--- src/rtl/bct_pkg.sv ---
// ----------------------------------------------------------------------------
// bct_pkg: shared definitions for the battery charge tracker
// Voltage limits, discharge curve points, divider constants and the
// status structs passed between the tracker modules.
// ----------------------------------------------------------------------------
package bct_pkg;

  localparam int MV_W    = 13;   // filtered voltage width
  localparam int PCT_W   = 7;    // percent width
  localparam int SMP_W   = 16;   // raw sample width

  localparam logic [SMP_W-1:0] MIN_MV = 16'd2500;
  localparam logic [SMP_W-1:0] MAX_MV = 16'd4350;

  // item kinds
  localparam logic KIND_SAMPLE = 1'b0;
  localparam logic KIND_RECALC = 1'b1;

  localparam int TABLE_POINTS = 11;
  localparam int SEG_W        = 4;

  localparam logic [MV_W-1:0] VOLT_PTS [0:TABLE_POINTS-1] = '{
    13'd3300, 13'd3400, 13'd3500, 13'd3600, 13'd3650, 13'd3700,
    13'd3800, 13'd3900, 13'd4000, 13'd4100, 13'd4200
  };
  localparam logic [PCT_W-1:0] PCT_PTS [0:TABLE_POINTS-1] = '{
    7'd0, 7'd4, 7'd10, 7'd20, 7'd28, 7'd38, 7'd52, 7'd68, 7'd82, 7'd92, 7'd100
  };

  // Segments are 100 mV wide or 50 mV wide; 50 mV ones get the offset
  // doubled so a single divide by 100 serves both.
  localparam logic [MV_W-1:0] HALF_SPAN  = 13'd50;
  localparam logic [10:0]     ROUND_BIAS = 11'd50;
  // x / 100 == (x * 1311) >> 17 for x < 4681
  localparam logic [10:0]     RECIP_MUL   = 11'd1311;
  localparam int              RECIP_SHIFT = 17;

  localparam logic [PCT_W-1:0] LOW_THRESHOLD_RESET = 7'd10;
  localparam logic [PCT_W:0]   RELEASE_MARGIN      = 8'd3;

  localparam int FILTER_SHIFT = 3;   // filter gain 1/8

  typedef struct packed {
    logic            ready;
    logic [MV_W-1:0] avg_mv;
  } filt_state_t;

  typedef struct packed {
    logic             pct_ready;
    logic [PCT_W-1:0] pct;
    logic             low;
    logic             usb;
  } chg_state_t;

endpackage

--- src/rtl/bct_filter.sv ---
// ----------------------------------------------------------------------------
// bct_filter: voltage sample range check and first-order filter
// Holds the filtered voltage; moves it by one eighth of the error per sample.
// ----------------------------------------------------------------------------
module bct_filter
  import bct_pkg::*;
(
  input  logic             clk,
  input  logic             rst_n,
  input  logic             fire,
  input  logic             kind,
  input  logic [SMP_W-1:0] sample_mv,
  output filt_state_t      filt,
  output filt_state_t      filt_nxt,
  output logic             sample_ok
);

  filt_state_t      filt_r;
  logic signed [13:0] diff;
  logic signed [13:0] step;
  logic [MV_W-1:0]    mv13;

  assign mv13      = sample_mv[MV_W-1:0];
  assign sample_ok = (kind == KIND_SAMPLE) && (sample_mv >= MIN_MV) && (sample_mv <= MAX_MV);

  assign diff = $signed({1'b0, mv13}) - $signed({1'b0, filt_r.avg_mv});

  // signed divide by 8, truncating toward zero
  always_comb begin
    if (diff < 0) begin
      step = (diff + 14'sd7) >>> FILTER_SHIFT;
    end else begin
      step = diff >>> FILTER_SHIFT;
    end
  end

  always_comb begin
    filt_nxt = filt_r;
    if (sample_ok) begin
      filt_nxt.ready = 1'b1;
      if (!filt_r.ready) begin
        filt_nxt.avg_mv = mv13;
      end else begin
        filt_nxt.avg_mv = filt_r.avg_mv + step[MV_W-1:0];
      end
    end
  end

  always_ff @(posedge clk) begin
    if (!rst_n) begin
      filt_r <= '0;
    end else if (fire) begin
      filt_r <= filt_nxt;
    end
  end

  assign filt = filt_r;

endmodule

--- src/rtl/bct_pct_map.sv ---
// ----------------------------------------------------------------------------
// bct_pct_map: filtered voltage to charge percent
// Piecewise-linear lookup over the discharge curve with rounded interpolation.
// ----------------------------------------------------------------------------
module bct_pct_map
  import bct_pkg::*;
(
  input  logic [MV_W-1:0]  mv,
  output logic [PCT_W-1:0] pct
);

  logic [SEG_W-1:0] seg;
  logic [SEG_W-1:0] seg_hi;
  logic [MV_W-1:0]  lo_v;
  logic [MV_W-1:0]  span;
  logic [MV_W-1:0]  off_full;
  logic [6:0]       off;
  logic [6:0]       off2;
  logic [4:0]       pspan;
  logic [10:0]      num;
  logic [21:0]      prod;
  logic [4:0]       quot;

  // segment whose lower point sits just below mv
  always_comb begin
    seg = '0;
    for (int j = 1; j < TABLE_POINTS - 1; j++) begin
      if (mv > VOLT_PTS[j]) seg = SEG_W'(j);
    end
  end

  assign seg_hi   = seg + SEG_W'(1);
  assign lo_v     = VOLT_PTS[seg];
  assign span     = VOLT_PTS[seg_hi] - lo_v;
  assign off_full = mv - lo_v;
  assign off      = off_full[6:0];
  assign off2     = (span == HALF_SPAN) ? {off[5:0], 1'b0} : off;
  assign pspan    = 5'(PCT_PTS[seg_hi] - PCT_PTS[seg]);
  assign num      = 11'(off2) * 11'(pspan) + ROUND_BIAS;
  assign prod     = {11'd0, num} * {11'd0, RECIP_MUL};
  assign quot     = prod[RECIP_SHIFT+4:RECIP_SHIFT];

  always_comb begin
    if (mv <= VOLT_PTS[0]) begin
      pct = PCT_PTS[0];
    end else if (mv >= VOLT_PTS[TABLE_POINTS-1]) begin
      pct = PCT_PTS[TABLE_POINTS-1];
    end else begin
      pct = PCT_PTS[seg] + {2'd0, quot};
    end
  end

endmodule

--- src/rtl/bct_charge.sv ---
// ----------------------------------------------------------------------------
// bct_charge: charge estimate, low-battery flag and USB latch
// Updated on recalculate transactions only.
// ----------------------------------------------------------------------------
module bct_charge
  import bct_pkg::*;
(
  input  logic             clk,
  input  logic             rst_n,
  input  logic             fire,
  input  logic             kind,
  input  logic             usb_in,
  input  filt_state_t      filt,
  input  logic [PCT_W-1:0] low_thr,
  output chg_state_t       chg_nxt
);

  chg_state_t       chg_r;
  logic [PCT_W-1:0] cand;
  logic [PCT_W-1:0] pct_new;
  logic [PCT_W:0]   release_pt;

  bct_pct_map u_map (
    .mv  (filt.avg_mv),
    .pct (cand)
  );

  assign release_pt = {1'b0, low_thr} + RELEASE_MARGIN;

  // percent only falls unless on USB or no estimate yet
  assign pct_new = (!chg_r.pct_ready || usb_in || cand < chg_r.pct) ? cand : chg_r.pct;

  always_comb begin
    chg_nxt = chg_r;
    if (kind == KIND_RECALC) begin
      chg_nxt.usb = usb_in;
      if (filt.ready) begin
        chg_nxt.pct       = pct_new;
        chg_nxt.pct_ready = 1'b1;
        if (!chg_r.low && pct_new <= low_thr) begin
          chg_nxt.low = 1'b1;
        end else if (chg_r.low && {1'b0, pct_new} >= release_pt) begin
          chg_nxt.low = 1'b0;
        end
      end
    end
  end

  always_ff @(posedge clk) begin
    if (!rst_n) begin
      chg_r <= '0;
    end else if (fire) begin
      chg_r <= chg_nxt;
    end
  end

endmodule

--- src/rtl/battery_charge_tracker.sv ---
// ----------------------------------------------------------------------------
// battery_charge_tracker: battery state-of-charge tracker
// Filters voltage samples and turns the filtered voltage into a percent
// with a low-battery flag and a latched USB presence flag.
// ----------------------------------------------------------------------------
// Every input transaction gives exactly one result transaction showing the
// state after it. A transaction sits in the input register, is
// evaluated there by the filter and the curve lookup (one pass, no loop) and
// lands in the result register, so the block sustains one transaction per
// clock while out_ready stays high. While a result waits on out_ready the
// input register holds too, so at most two transactions sit in the block;
// in that case in_ready follows out_ready combinationally. Samples outside
// 2500..4350 mV leave everything alone and report sample_accepted low. The
// low-battery threshold (cfg port, always ready, resets to 10 %) is to be
// written by the user only while the block is idle; the block does not enforce this.
// ----------------------------------------------------------------------------
module battery_charge_tracker
  import bct_pkg::*;
(
  input  logic             clk,
  input  logic             rst_n,
  // threshold write
  input  logic             cfg_valid,
  output logic             cfg_ready,
  input  logic [PCT_W-1:0] cfg_low_threshold_pct,
  // input transactions
  input  logic             in_valid,
  output logic             in_ready,
  input  logic             in_kind,
  input  logic [SMP_W-1:0] in_sample_mv,
  input  logic             in_usb_in,
  // result transactions
  output logic             out_valid,
  input  logic             out_ready,
  output logic             out_sample_accepted,
  output logic             out_snapshot_valid,
  output logic [MV_W-1:0]  out_filtered_mv,
  output logic [PCT_W-1:0] out_charge_pct,
  output logic             out_low_flag,
  output logic             out_usb_flag
);

  // threshold register
  logic [PCT_W-1:0] low_thr_r;

  // input register
  logic             in_full_r;
  logic             kind_r;
  logic [SMP_W-1:0] mv_r;
  logic             usb_r;

  // result register
  logic             out_valid_r;
  logic             acc_r;
  filt_state_t      filt_out_r;
  chg_state_t       chg_out_r;

  logic             fire;      // input register moves into result register
  logic             sample_ok;
  filt_state_t      filt;
  filt_state_t      filt_nxt;
  chg_state_t       chg_nxt;

  assign cfg_ready = 1'b1;

  always_ff @(posedge clk) begin
    if (!rst_n) begin
      low_thr_r <= LOW_THRESHOLD_RESET;
    end else if (cfg_valid) begin
      low_thr_r <= cfg_low_threshold_pct;
    end
  end

  // stage advances when the result slot is free or being drained
  assign fire     = in_full_r && (!out_valid_r || out_ready);
  assign in_ready = !in_full_r || fire;

  always_ff @(posedge clk) begin
    if (!rst_n) begin
      in_full_r <= 1'b0;
    end else if (in_ready) begin
      in_full_r <= in_valid;
    end
  end

  always_ff @(posedge clk) begin
    if (in_valid && in_ready) begin
      kind_r <= in_kind;
      mv_r   <= in_sample_mv;
      usb_r  <= in_usb_in;
    end
  end

  bct_filter u_filter (
    .clk       (clk),
    .rst_n     (rst_n),
    .fire      (fire),
    .kind      (kind_r),
    .sample_mv (mv_r),
    .filt      (filt),
    .filt_nxt  (filt_nxt),
    .sample_ok (sample_ok)
  );

  // recalc never touches the filter, so the current filter state is the
  // one the lookup must see
  bct_charge u_charge (
    .clk     (clk),
    .rst_n   (rst_n),
    .fire    (fire),
    .kind    (kind_r),
    .usb_in  (usb_r),
    .filt    (filt),
    .low_thr (low_thr_r),
    .chg_nxt (chg_nxt)
  );

  always_ff @(posedge clk) begin
    if (!rst_n) begin
      out_valid_r <= 1'b0;
    end else if (fire) begin
      out_valid_r <= 1'b1;
    end else if (out_ready) begin
      out_valid_r <= 1'b0;
    end
  end

  always_ff @(posedge clk) begin
    if (fire) begin
      acc_r      <= sample_ok;
      filt_out_r <= filt_nxt;
      chg_out_r  <= chg_nxt;
    end
  end

  assign out_valid           = out_valid_r;
  assign out_sample_accepted = acc_r;
  assign out_snapshot_valid  = filt_out_r.ready;
  assign out_filtered_mv     = filt_out_r.avg_mv;
  assign out_charge_pct      = chg_out_r.pct;
  assign out_low_flag        = chg_out_r.low;
  assign out_usb_flag        = chg_out_r.usb;

endmodule
--- config.mk ---
export PLATFORM = sky130hd
export DESIGN_NAME = battery_charge_tracker
export DESIGN_NICKNAME = d
export VERILOG_FILES = /design/src/rtl/bct_pkg.sv /design/src/rtl/bct_filter.sv /design/src/rtl/bct_pct_map.sv /design/src/rtl/bct_charge.sv /design/src/rtl/battery_charge_tracker.sv
export SDC_FILE = /design/constraint.sdc
export NUM_CORES = 1
export LEC_CHECK = 0
export BUFFER_PORTS_ARGS = -buffer_cell sky130_fd_sc_hd__clkbuf_2
export CELL_PAD_IN_SITES_DETAIL_PLACEMENT = 0
export CELL_PAD_IN_SITES_GLOBAL_PLACEMENT = 1
export CORE_MARGIN = 2
export CORE_UTILIZATION = 49
export DETAILED_ROUTE_END_ITERATION = 16
export GPL_ROUTABILITY_DRIVEN = 1
export PLACE_DENSITY_LB_ADDON = 0.1
export RECOVER_POWER = 100
export SLEW_MARGIN = 40
export SYNTH_ARGS = -nofsm -noshare
export SYNTH_HDL_FRONTEND = slang
export SYNTH_SLANG_ARGS = --single-unit
--- constraint.sdc ---
create_clock -name clk -period 22.8 [get_ports clk]
set_input_delay 3.42 -clock clk [delete_from_list [all_inputs] [get_ports clk]]
set_output_delay 3.42 -clock clk [all_outputs]
set_load 0.01 [all_outputs]
* Word-level counts from Yosys, hierarchy flattened *
Memory sizes are Yosys's and may differ from the RTL's.
Index checks and enable logic that the tools add are counted.

operators by class
  eq/ne operators = 1
  add/subtract/negate cells = 10
  reductions and logical operators = 16
  $lt $le $gt $ge = 19
  bitwise gates (word level) = 3
  multiplexer cells = 30
  multiply operators = 2

operators with widths
  kind                    number
  $gt 13x12->1 const B    8
  $mux 13                 6
  $mux 7                  6
  $mux 4                  8
  $mul 11x11->22 const B  1
  $ge 16x12->1 const B    1
  $le 16x13->1 const B    1
  $add 14x4->14 const B   1
  $lt 14x1->1 const B     1
  $mux 14                 1
  $sub 13x13->14          1
  $add 13x13->13          1
  $eq 13x6->1 const B     1
  $ge 13x13->1 const B    1
  $gt 13x13->1 const B    1
  $le 13x12->1 const B    1
  $sub 13x13->13          1
  $add 11x6->11 const B   1
  $mul 7x5->11            1
  $ge 5x5->1 const B      2
  $mux 5                  2
  $not 4->5               2
  $mux 9                  1
  $add 7x2->8 const B     1
  other kinds (15)        30

word-level totals
  register bits = 75
  memory bits (read-only) = 640
  output and inout bits = 27
  logic and storage cells = 103
  memories = 4
  input bits = 30

memory list
  name             words  bits a word  rd ports  clocked after memory_dff  write ports  RTL line           RTL
  (no name shown)  16     13           1         0                         0            bct_pct_map.sv:34  assign span = VOLT_PTS[seg_hi] - lo_v;
  (no name shown)  16     13           1         0                         0            bct_pct_map.sv:33  assign lo_v = VOLT_PTS[seg];
  (no name shown)  16     7            1         0                         0            bct_pct_map.sv:49  pct = PCT_PTS[seg] + {2'd0, quot};
  (no name shown)  16     7            1         0                         0            bct_pct_map.sv:38  assign pspan = 5'(PCT_PTS[seg_hi] - PCT_PTS[seg]);

* Depth between registers and ports, before layout *
Gate-level depths: netlist of run 1.

  depth after elaboration = 33
  depth in mapped cells = 79
  mapped depth without buffers = 76

* Cells and area by module *
A second synthesis of run 1 with hierarchy kept.

unflattened totals
  cells, all modules = 1173
  area total of the unflattened synthesis = 10239.8 µm²

by module, submodules not included
  module                  area an instance (µm²)  times used  seq. area each (µm²)  cells each
  bct_pct_map             5043.6                  1           0.0                   638
  bct_filter              2394.8                  1           280.3                 321
  battery_charge_tracker  1616.6                  1           1441.4                75
  bct_charge              1184.9                  1           200.2                 139

* Worst setup path before layout of run 1 *
Ideal clock, no wire load.

  path kind = register to register
  from = register u_filter.filt_r (netlist bit u_filter.filt[1])
  to = register u_charge.chg_r[1] (netlist bit)
  library setup time = 0.077 ns
  path buffers = 2
  slack = 6.634 ns
  required time = 22.723 ns
  stages on the path, launching flop included = 73
  clock period less this slack = 16.166 ns
  arrival time = 16.089 ns
  cells stage by stage = dfxtp_1 or2_1 or3_1 o32a_1 o32a_1 o31ai_2 a21o_2 ha_1 ha_1 clkbuf_1 o32ai_1 o21ai_1 o21ai_0 fa_1 nor2b_1 o21ai_0 a21boi_0 o21ai_0 [37 not listed] xor2_1 a21oi_1 ha_1 a21o_1 a21oi_1 nand3_1 o2111ai_1 clkbuf_1 o21ai_0 ha_1 a21o_1 a21o_1 a21o_1 a21o_1 a21o_1 a21oi_1 o31ai_1 a31oi_1

on the way
  longest elaborated chain between the ends = 33
  elaborated cells on any way between the ends = 57
  those cells by class = 6 x add/sub; 2 x mul; 14 x order compare; 1 x eq/ne; 25 x mux; 2 x bitwise; 3 x reduce/logical; 4 x memory

RTL lines
  what                                        RTL line                              RTL
  start, declared                             bct_filter.sv:18                      filt_state_t filt_r;
  start signal, assigned                      bct_filter.sv:53                      filt_r <= filt_nxt;
  $gt 13x12->1                                bct_pct_map.sv:28                     if (mv > VOLT_PTS[j]) seg = SEG_W'(j);
  $mux 1                                      bct_pct_map.sv:28
  $mux 4 (8 in a row)                         bct_pct_map.sv:28
  $add 4x1->4                                 bct_pct_map.sv:32                     assign seg_hi = seg + SEG_W'(1);
  $not 4->5 (implied by the code)             bct_pct_map.sv:34, bct_pct_map.sv:38
  $mem_v2 16x13                               -
  $mux 13 (implied by the code) (2 in a row)  bct_pct_map.sv:34
  $sub 13x13->13                              bct_pct_map.sv:34
  [9 not listed]                              -
  $logic_or 1x1->1                            bct_charge.sv:31                      assign pct_new = (!chg_r.pct_ready || usb_in || cand < chg_r.pct) ? cand : chg_r.pct;
  $mux 7 *                                    bct_charge.sv:31
  $ge 7x8->1                                  bct_charge.sv:42                      end else if (chg_r.low && {1'b0, pct_new} >= release_pt) begin
  $logic_and 1x1->1                           bct_charge.sv:42
  $mux 1                                      bct_charge.sv:42
  $mux 1 *                                    bct_charge.sv:40                      if (!chg_r.low && pct_new <= low_thr) begin
  $mux 8 *                                    bct_charge.sv:37                      if (filt.ready) begin
  $mux 9 *                                    bct_charge.sv:35                      if (kind == KIND_RECALC) begin
  end signal, assigned                        bct_charge.sv:53                      chg_r <= chg_nxt;
  end, declared                               bct_charge.sv:18                      chg_state_t chg_r;

Every way passes the cells marked *; elsewhere a longest branch is shown, timed or not. The select of a mux whose other input is x is not followed.
A chain may end at the register's enable or synchronous reset.

* Final worst setup path of run 1 *
  from = register u_filter.filt_r (netlist bit u_filter.filt[12])
  to = register u_charge.chg_r[1] (netlist bit)

Same word-level chain as after synthesis.

==> metrics.txt, run 1 <==
area delta synth->final 7.97%; port bufs 55; CTS resizes 0; # rows between 50 and 60; DIE HEIGHT ~150 um; Max Cap Violations 2; layout cells sized above 1 0.0642; CTS Sinks 75; GP Congestion between 0.9 and 1; CTS Root Cell clkbuf_16; Final Hold Vio Count 0; Worst EP required 23.06 ns; Reg area 1920 um2; Most common cell on crit path ha_1; status finished with violations; Seq/Total Area, Yosys 0.196; Setup Viol. Count Final 0; post-synthesis register bit count 75; Vias/cell 5.47; delay-heaviest family, CP compound AO/OA/AOI/OAI gates; WP buf/inv 6; number of global-route vias before repair 7675; Total Power between 400 and 500 uW; Die ar. 21200 um2; final net count ~1.4k; Leakage 5.15 nW; min cycle time layout approximately 18 ns; Critical Path Max Stage Delay 0.76 ns; Yosys warnings 0; most frequent cells in the layout 179 x ha_1, 144 x inv_1, 90 x nand2_1; Least-Margin Pin Slew between 1.5 and 2 ns; cells after synthesis 1122; setup_tns 0 ns; RSZ-0062 raised after global routing false; TritonCTS clock tree done; failing checks max-capacitance violations, max-slew violations; Worst setup EP type register; CP startpoint kind register; pin count of the biggest net entering global routing 42; syn avg cell area 8.74 um2; worst vdd ir 0.0381 mV; postcts setup bufs 0; Worst slew margin -0.126; Worst Skew 0.0132 ns; latest clock arrival within the worst-skew pair roughly 0.34 ns; grt ovf 0; IO Pins 57; Net Count, Synth approximately 1.4k; H-tree depth 3; CTS Hold Bufs 0; total number of vias 7836; crit path max fanout 15; synth top area cells ha_1 23%, edfxtp_1 13%, fa_1 8.2%, dfxtp_1 6.7%, inv_1 5.5%; FMAX 54.5 MHz; first-pass GRT wire length roughly 39 mm; WL per Instance 16.2 um; crit path DAT 18.62 ns; WL final 23.3 mm; cell taking the most area after synthesis ha_1; Tcrit/Tclk final 0.805; drc violations 0; Core Area 19500 um2; Worst Hold Class register to register; HPWL Detailed between 15 and 20 mm; All-Layer GR Usage 0.224; initial antenna violation count 0; diode count 0; CTS Buf Count 9; max-slew violations 73; Setup CP Type register to register; Cell Area, Synth 9810 um2; Initial Utilization 0.502; area of the multi-input gates 7230 um2; antenna-violating nets left 0; Initial DRC Count 558; share of synthesized registers carrying an async set or reset 0; CP max stage cell o2111ai_1; PwrDens 42.4 nW/um2; commonest non-fill, non-tap cell in the layout ha_1; dominant synthesized flop cell edfxtp_1; clock slew at reported path FFs roughly 0.060 ns; Netlist cell types 79; Die X 145 um; filler cell count ~1.9k; worst hold margin 0.473 ns; CTS max path bufs 2; Pre-Repair DR Iteration Count 5; share of the synthesized area in the top cell type 0.228; number of synthesized flops with an enable pin 42
## through the flow
step | setup slack [ns] | utilization | cells | cell area [um2]
finish | 4.44 | 0.542 | 1433 | 10600
floorplan | 6.63 | - | 1122 | 9810
global placement | 4.96 | 0.529 | 1416 | 10300
detailed placement | 4.94 | 0.530 | 1417 | 10300
CTS | 4.90 | 0.544 | 1433 | 10600
global route | 2.63 | 0.542 | 1433 | 10600
## power breakdown
group | total (mW) | leakage (nW) | internal, mW | switching (mW)
Combinational | 0.161 | 4.33 | 0.0703 | 0.0909
Sequential | 0.152 | 0.681 | 0.148 | 0.00404
Clock | 0.136 | 0.142 | 0.0756 | 0.0608
## path summary, 6_finish.rpt
kind / startpoint / depth (start not counted) / end / slack [ns]
hold / removal: u_charge.chg_r[8] / 2 / u_charge.chg_r[8] / 0.47
setup / recovery: u_filter.filt[12] / 72 / u_charge.chg_r[1] / 4.44
setup reg to reg: u_filter.filt[12] / 72 / u_charge.chg_r[1] / 4.44
hold reg to reg: u_charge.chg_r[8] / 2 / u_charge.chg_r[8] / 0.47
## logic make-up (layout without fill, tap and decap cells)
family	after synthesis	count (layout)	share of synthesized area
AOI/OAI and AO/OA	229	229	0.156
adders and majority gates	221	221	0.312
xor gates and xnor gates	67	67	0.0628
muxes	46	46	0.0484
DFF	75	75	0.196
other	1	1	0.000382
buffers and inverters	176	222	0.0686
and+or+nand+nor	307	307	0.156
## worst reg2reg max path, delay by kind of cell, from the launching register on
family	cells	cell delay (ns)
AOI/OAI and AO/OA	30	7.22
adders and majority gates	16	6.09
and+or+nand+nor	15	2.80
muxes	2	0.69
DFF	1	0.62
buffers and inverters	6	0.46
xor gates and xnor gates	3	0.40
## sequential cells by signal, summed over array words and instances (netlist names)
signal	cells
kind_r	1
in_full_r	1
u_charge.chg_r	10
usb_r	1
out_low_flag	1
low_thr_r	7
out_sample_accepted	1
out_snapshot_valid	1
mv_r	16
out_usb_flag	1
out_filtered_mv	13
u_filter.filt	14
out_charge_pct	7
out_valid	1
## cell type report
cell class,count,area share
clock inverters,7,0.00567
inverters,147,0.0521
flip-flops and latches,75,0.181
multi-input cells,871,0.683
clock buffers,9,0.0213
well taps,265,0.0313
repair buffers,59,0.0253
## synth_stat cells (all sizes together) (4+ instances only)
library cell and instances:
or3 4, nand3b 5, nor3 17, fa 40, and2 7, xor2 16
buf 9, o21bai 7, o2111ai 5, a31oi 7, o31ai 8, edfxtp 42
o32a 4, mux2i 35, dfxtp 33, xnor2 49, nor4 8, o22ai 4
mux2 11, nand3 19, nand4 8, a21boi 6, inv 146, nor2 79
nand2 91, or2 11, o211a 8, a21o 26, clkbuf 20, ha 179
nor2b 24, o21ai 58, o211ai 5, or4 6, a21oi 53, o21a 17
nand2b 10
## per-layer routing
metal / GRT usage / routed length [um]
met5: 0 / 0
met4: 0.0696 / 555
met3: 0.0329 / 1030
met2: 0.355 / 10100
met1: 0.315 / 11500
Power figures use the tool's default switching activity.
==> inputs of run 2 (changes only) <==
--- a/config.mk
+++ b/config.mk
@@ -9,7 +9,7 @@
 export CELL_PAD_IN_SITES_DETAIL_PLACEMENT = 0
 export CELL_PAD_IN_SITES_GLOBAL_PLACEMENT = 1
 export CORE_MARGIN = 2
-export CORE_UTILIZATION = 49
+export CORE_UTILIZATION = 44
 export DETAILED_ROUTE_END_ITERATION = 16
 export GPL_ROUTABILITY_DRIVEN = 1
 export PLACE_DENSITY_LB_ADDON = 0.1
==> constraint.sdc (replaced) <==
create_clock -name clk -period 16 [get_ports clk]
set_input_delay 2.4 -clock clk [delete_from_list [all_inputs] [get_ports clk]]
set_output_delay 2.4 -clock clk [all_outputs]
set_load 0.01 [all_outputs]
==> metrics.txt, run 2 (synthesized netlist as in run 1, its figures left out) <==
status finished with violations (unchanged); failing checks max-capacitance violations, max-slew violations (unchanged); Least-Margin Pin Slew 1.76 ns (was 1.69 ns); DP Area 10900 um2 (was 10300 um2); antenna-violating nets left 0 (unchanged); GP Congestion 0.865 (was 0.902); Worst setup EP type register (unchanged); All-Layer GR Usage 0.213 (was 0.224); TritonCTS clock tree done (unchanged); CTS Hold Bufs 0 (unchanged); drc violations 0 (unchanged); Place WS -0.100 ns (was 4.94 ns); first-pass GRT wire length 40.8 mm (was 38.8 mm); DIE HEIGHT 153 um (was 145 um); HPWL Detailed 20.1 mm (was 18.8 mm); Most common cell on crit path a21o_1 (was ha_1); Core Area 21800 um2 (was 19500 um2); latest clock arrival within the worst-skew pair 0.35 ns (was 0.34 ns); Worst Skew 0.00872 ns (was 0.0132 ns); # rows 54 (was 51); CTS max path bufs 2 (unchanged); Worst EP required 16.28 ns (was 23.06 ns); CTS Buf Count 9 (unchanged); WL final 24.5 mm (was 23.3 mm); min cycle time layout 15.16 ns (was 18.36 ns); clock slew at reported path FFs 0.07 ns (was 0.06 ns); diode count 0 (unchanged); CTS Root Cell clkbuf_16 (unchanged); most frequent cells in the layout 177 x ha_1, 144 x inv_1, 89 x nand2_1 (was 179 x ha_1, 144 x inv_1, 90 x nand2_1); Worst slew margin -0.173 (was -0.126); Layout Cells excl Fill 1532 (was 1433); PwrDens 56.4 nW/um2 (was 42.4 nW/um2); WL per Instance 16.0 um (was 16.2 um); layout cells sized above 1 0.168 (was 0.0642); total number of vias 8131 (was 7836); IO Pins 57 (unchanged); grt ovf 0 (unchanged); Die ar. 23500 um2 (was 21200 um2); Initial DRC Count 407 (was 558); commonest non-fill, non-tap cell in the layout ha_1 (unchanged); register with the most flip-flops mv_r (unchanged); worst hold margin 0.476 ns (was 0.473 ns); Pre-Repair DR Iteration Count 4 (was 5); area delta synth->final 16.9% (was 7.97%); crit path max fanout 6 (was 15); CP max stage cell fa_1 (was o2111ai_1); Max Cap Violations 1 (was 2); Final Util 0.525 (was 0.542); Tcrit/Tclk final 0.947 (was 0.805); crit path DAT 15.44 ns (was 18.62 ns); initial antenna violation count 0 (unchanged); final worst slack 0.841 ns (was 4.44 ns); Worst Hold Class register to register (unchanged); max reg flops 16 (unchanged); Setup Viol. Count Final 0 (unchanged); Die X 153 um (was 145 um); area of all placed cells without fillers 11500 um2 (was 10600 um2); Leakage 5.59 nW (was 5.15 nW); CP startpoint kind register (unchanged); Placed Cells 1503 (was 1417); CTS Sinks 75 (unchanged); port bufs 55 (unchanged); Setup CP Type register to register (unchanged); pin count of the biggest net entering global routing 42 (unchanged); Total Power 646 uW (was 449 uW); Initial Utilization 0.449 (was 0.502); H-tree depth 3 (unchanged); Final Hold Vio Count 0 (unchanged); worst vdd ir 0.0402 mV (was 0.0381 mV); number of global-route vias before repair 7970 (was 7675); max-slew violations 42 (was 73); FMAX 66.0 MHz (was 54.5 MHz); final net count 1496 (was 1412); Vias/cell 5.31 (was 5.47); Critical Path Max Stage Delay 0.55 ns (was 0.76 ns); setup_tns 0 ns (unchanged)
==> run 2: cell count changes in the layout (fill, tap and decap cells not counted), moves of 5 or more <==
| cell | previous run | this run |
|---|---|---|
| o21ai_1 | 2 | 9 |
| a21oi_1 | 53 | 44 |
| o21ai_0 | 56 | 46 |
| nor2_1 | 79 | 74 |
| a21oi_2 | 0 | 9 |
| buf_4 | 3 | 87 |
==> run 2: power by group <==
part / total, mW / switching [mW] / leakage, nW / internal (mW)
registers: 0.216 / 0.00521 / 0.682 / 0.210
logic: 0.233 / 0.130 / 4.77 / 0.103
clock network: 0.197 / 0.0897 / 0.139 / 0.108
total: 0.646 / 0.225 / 5.59 / 0.421
==> run 2: critical path, delay by kind of cell, from the launching register on <==
family / cells / cell delay [ns]
buffers and inverters: 8 / 0.60
multiplexers: 3 / 0.77
XOR/XNOR: 3 / 0.51
AO/OA/AOI/OAI: 31 / 5.08
flip-flops: 1 / 0.31
AND/OR/NAND/NOR: 11 / 2.30
adder cells (fa/ha/maj): 16 / 5.52
==> run 2: area by class of cell <==
type / count / area [um2]
clock buffer: 9 / 225
clock inverter: 7 / 56.3
inverter: 147 / 552
timing repair buffer: 143 / 906
tap: 280 / 350
sequential: 75 / 1930
fill: 2097 / 10400
multi-input combinational: 871 / 7450
==> run 2: routing by layer <==
layer  part of all wire  global-route usage
met1               0.49               0.294
met2               0.46               0.354
met3              0.028              0.0196
met4              0.020              0.0666
met5                  0                   0
==> run 2: what timing repair did <==
action	4_1_cts	5_1_grt
buffers inserted	0	13
pin swaps	1	28
resized for setup	4	56
setup endpoints to repair	2	16
==> run 2: path summary, 6_finish.rpt <==
| check | startpoint | to | slack [ns] | depth (start not counted) |
|---|---|---|---|---|
| setup / recovery | u_filter.filt[12] | u_charge.chg_r[1] | 0.84 | 72 |
| hold / removal | u_charge.chg_r[4] | u_charge.chg_r[4] | 0.48 | 2 |
| setup reg to reg | u_filter.filt[12] | u_charge.chg_r[1] | 0.84 | 72 |
| hold reg to reg | u_charge.chg_r[4] | u_charge.chg_r[4] | 0.48 | 2 |
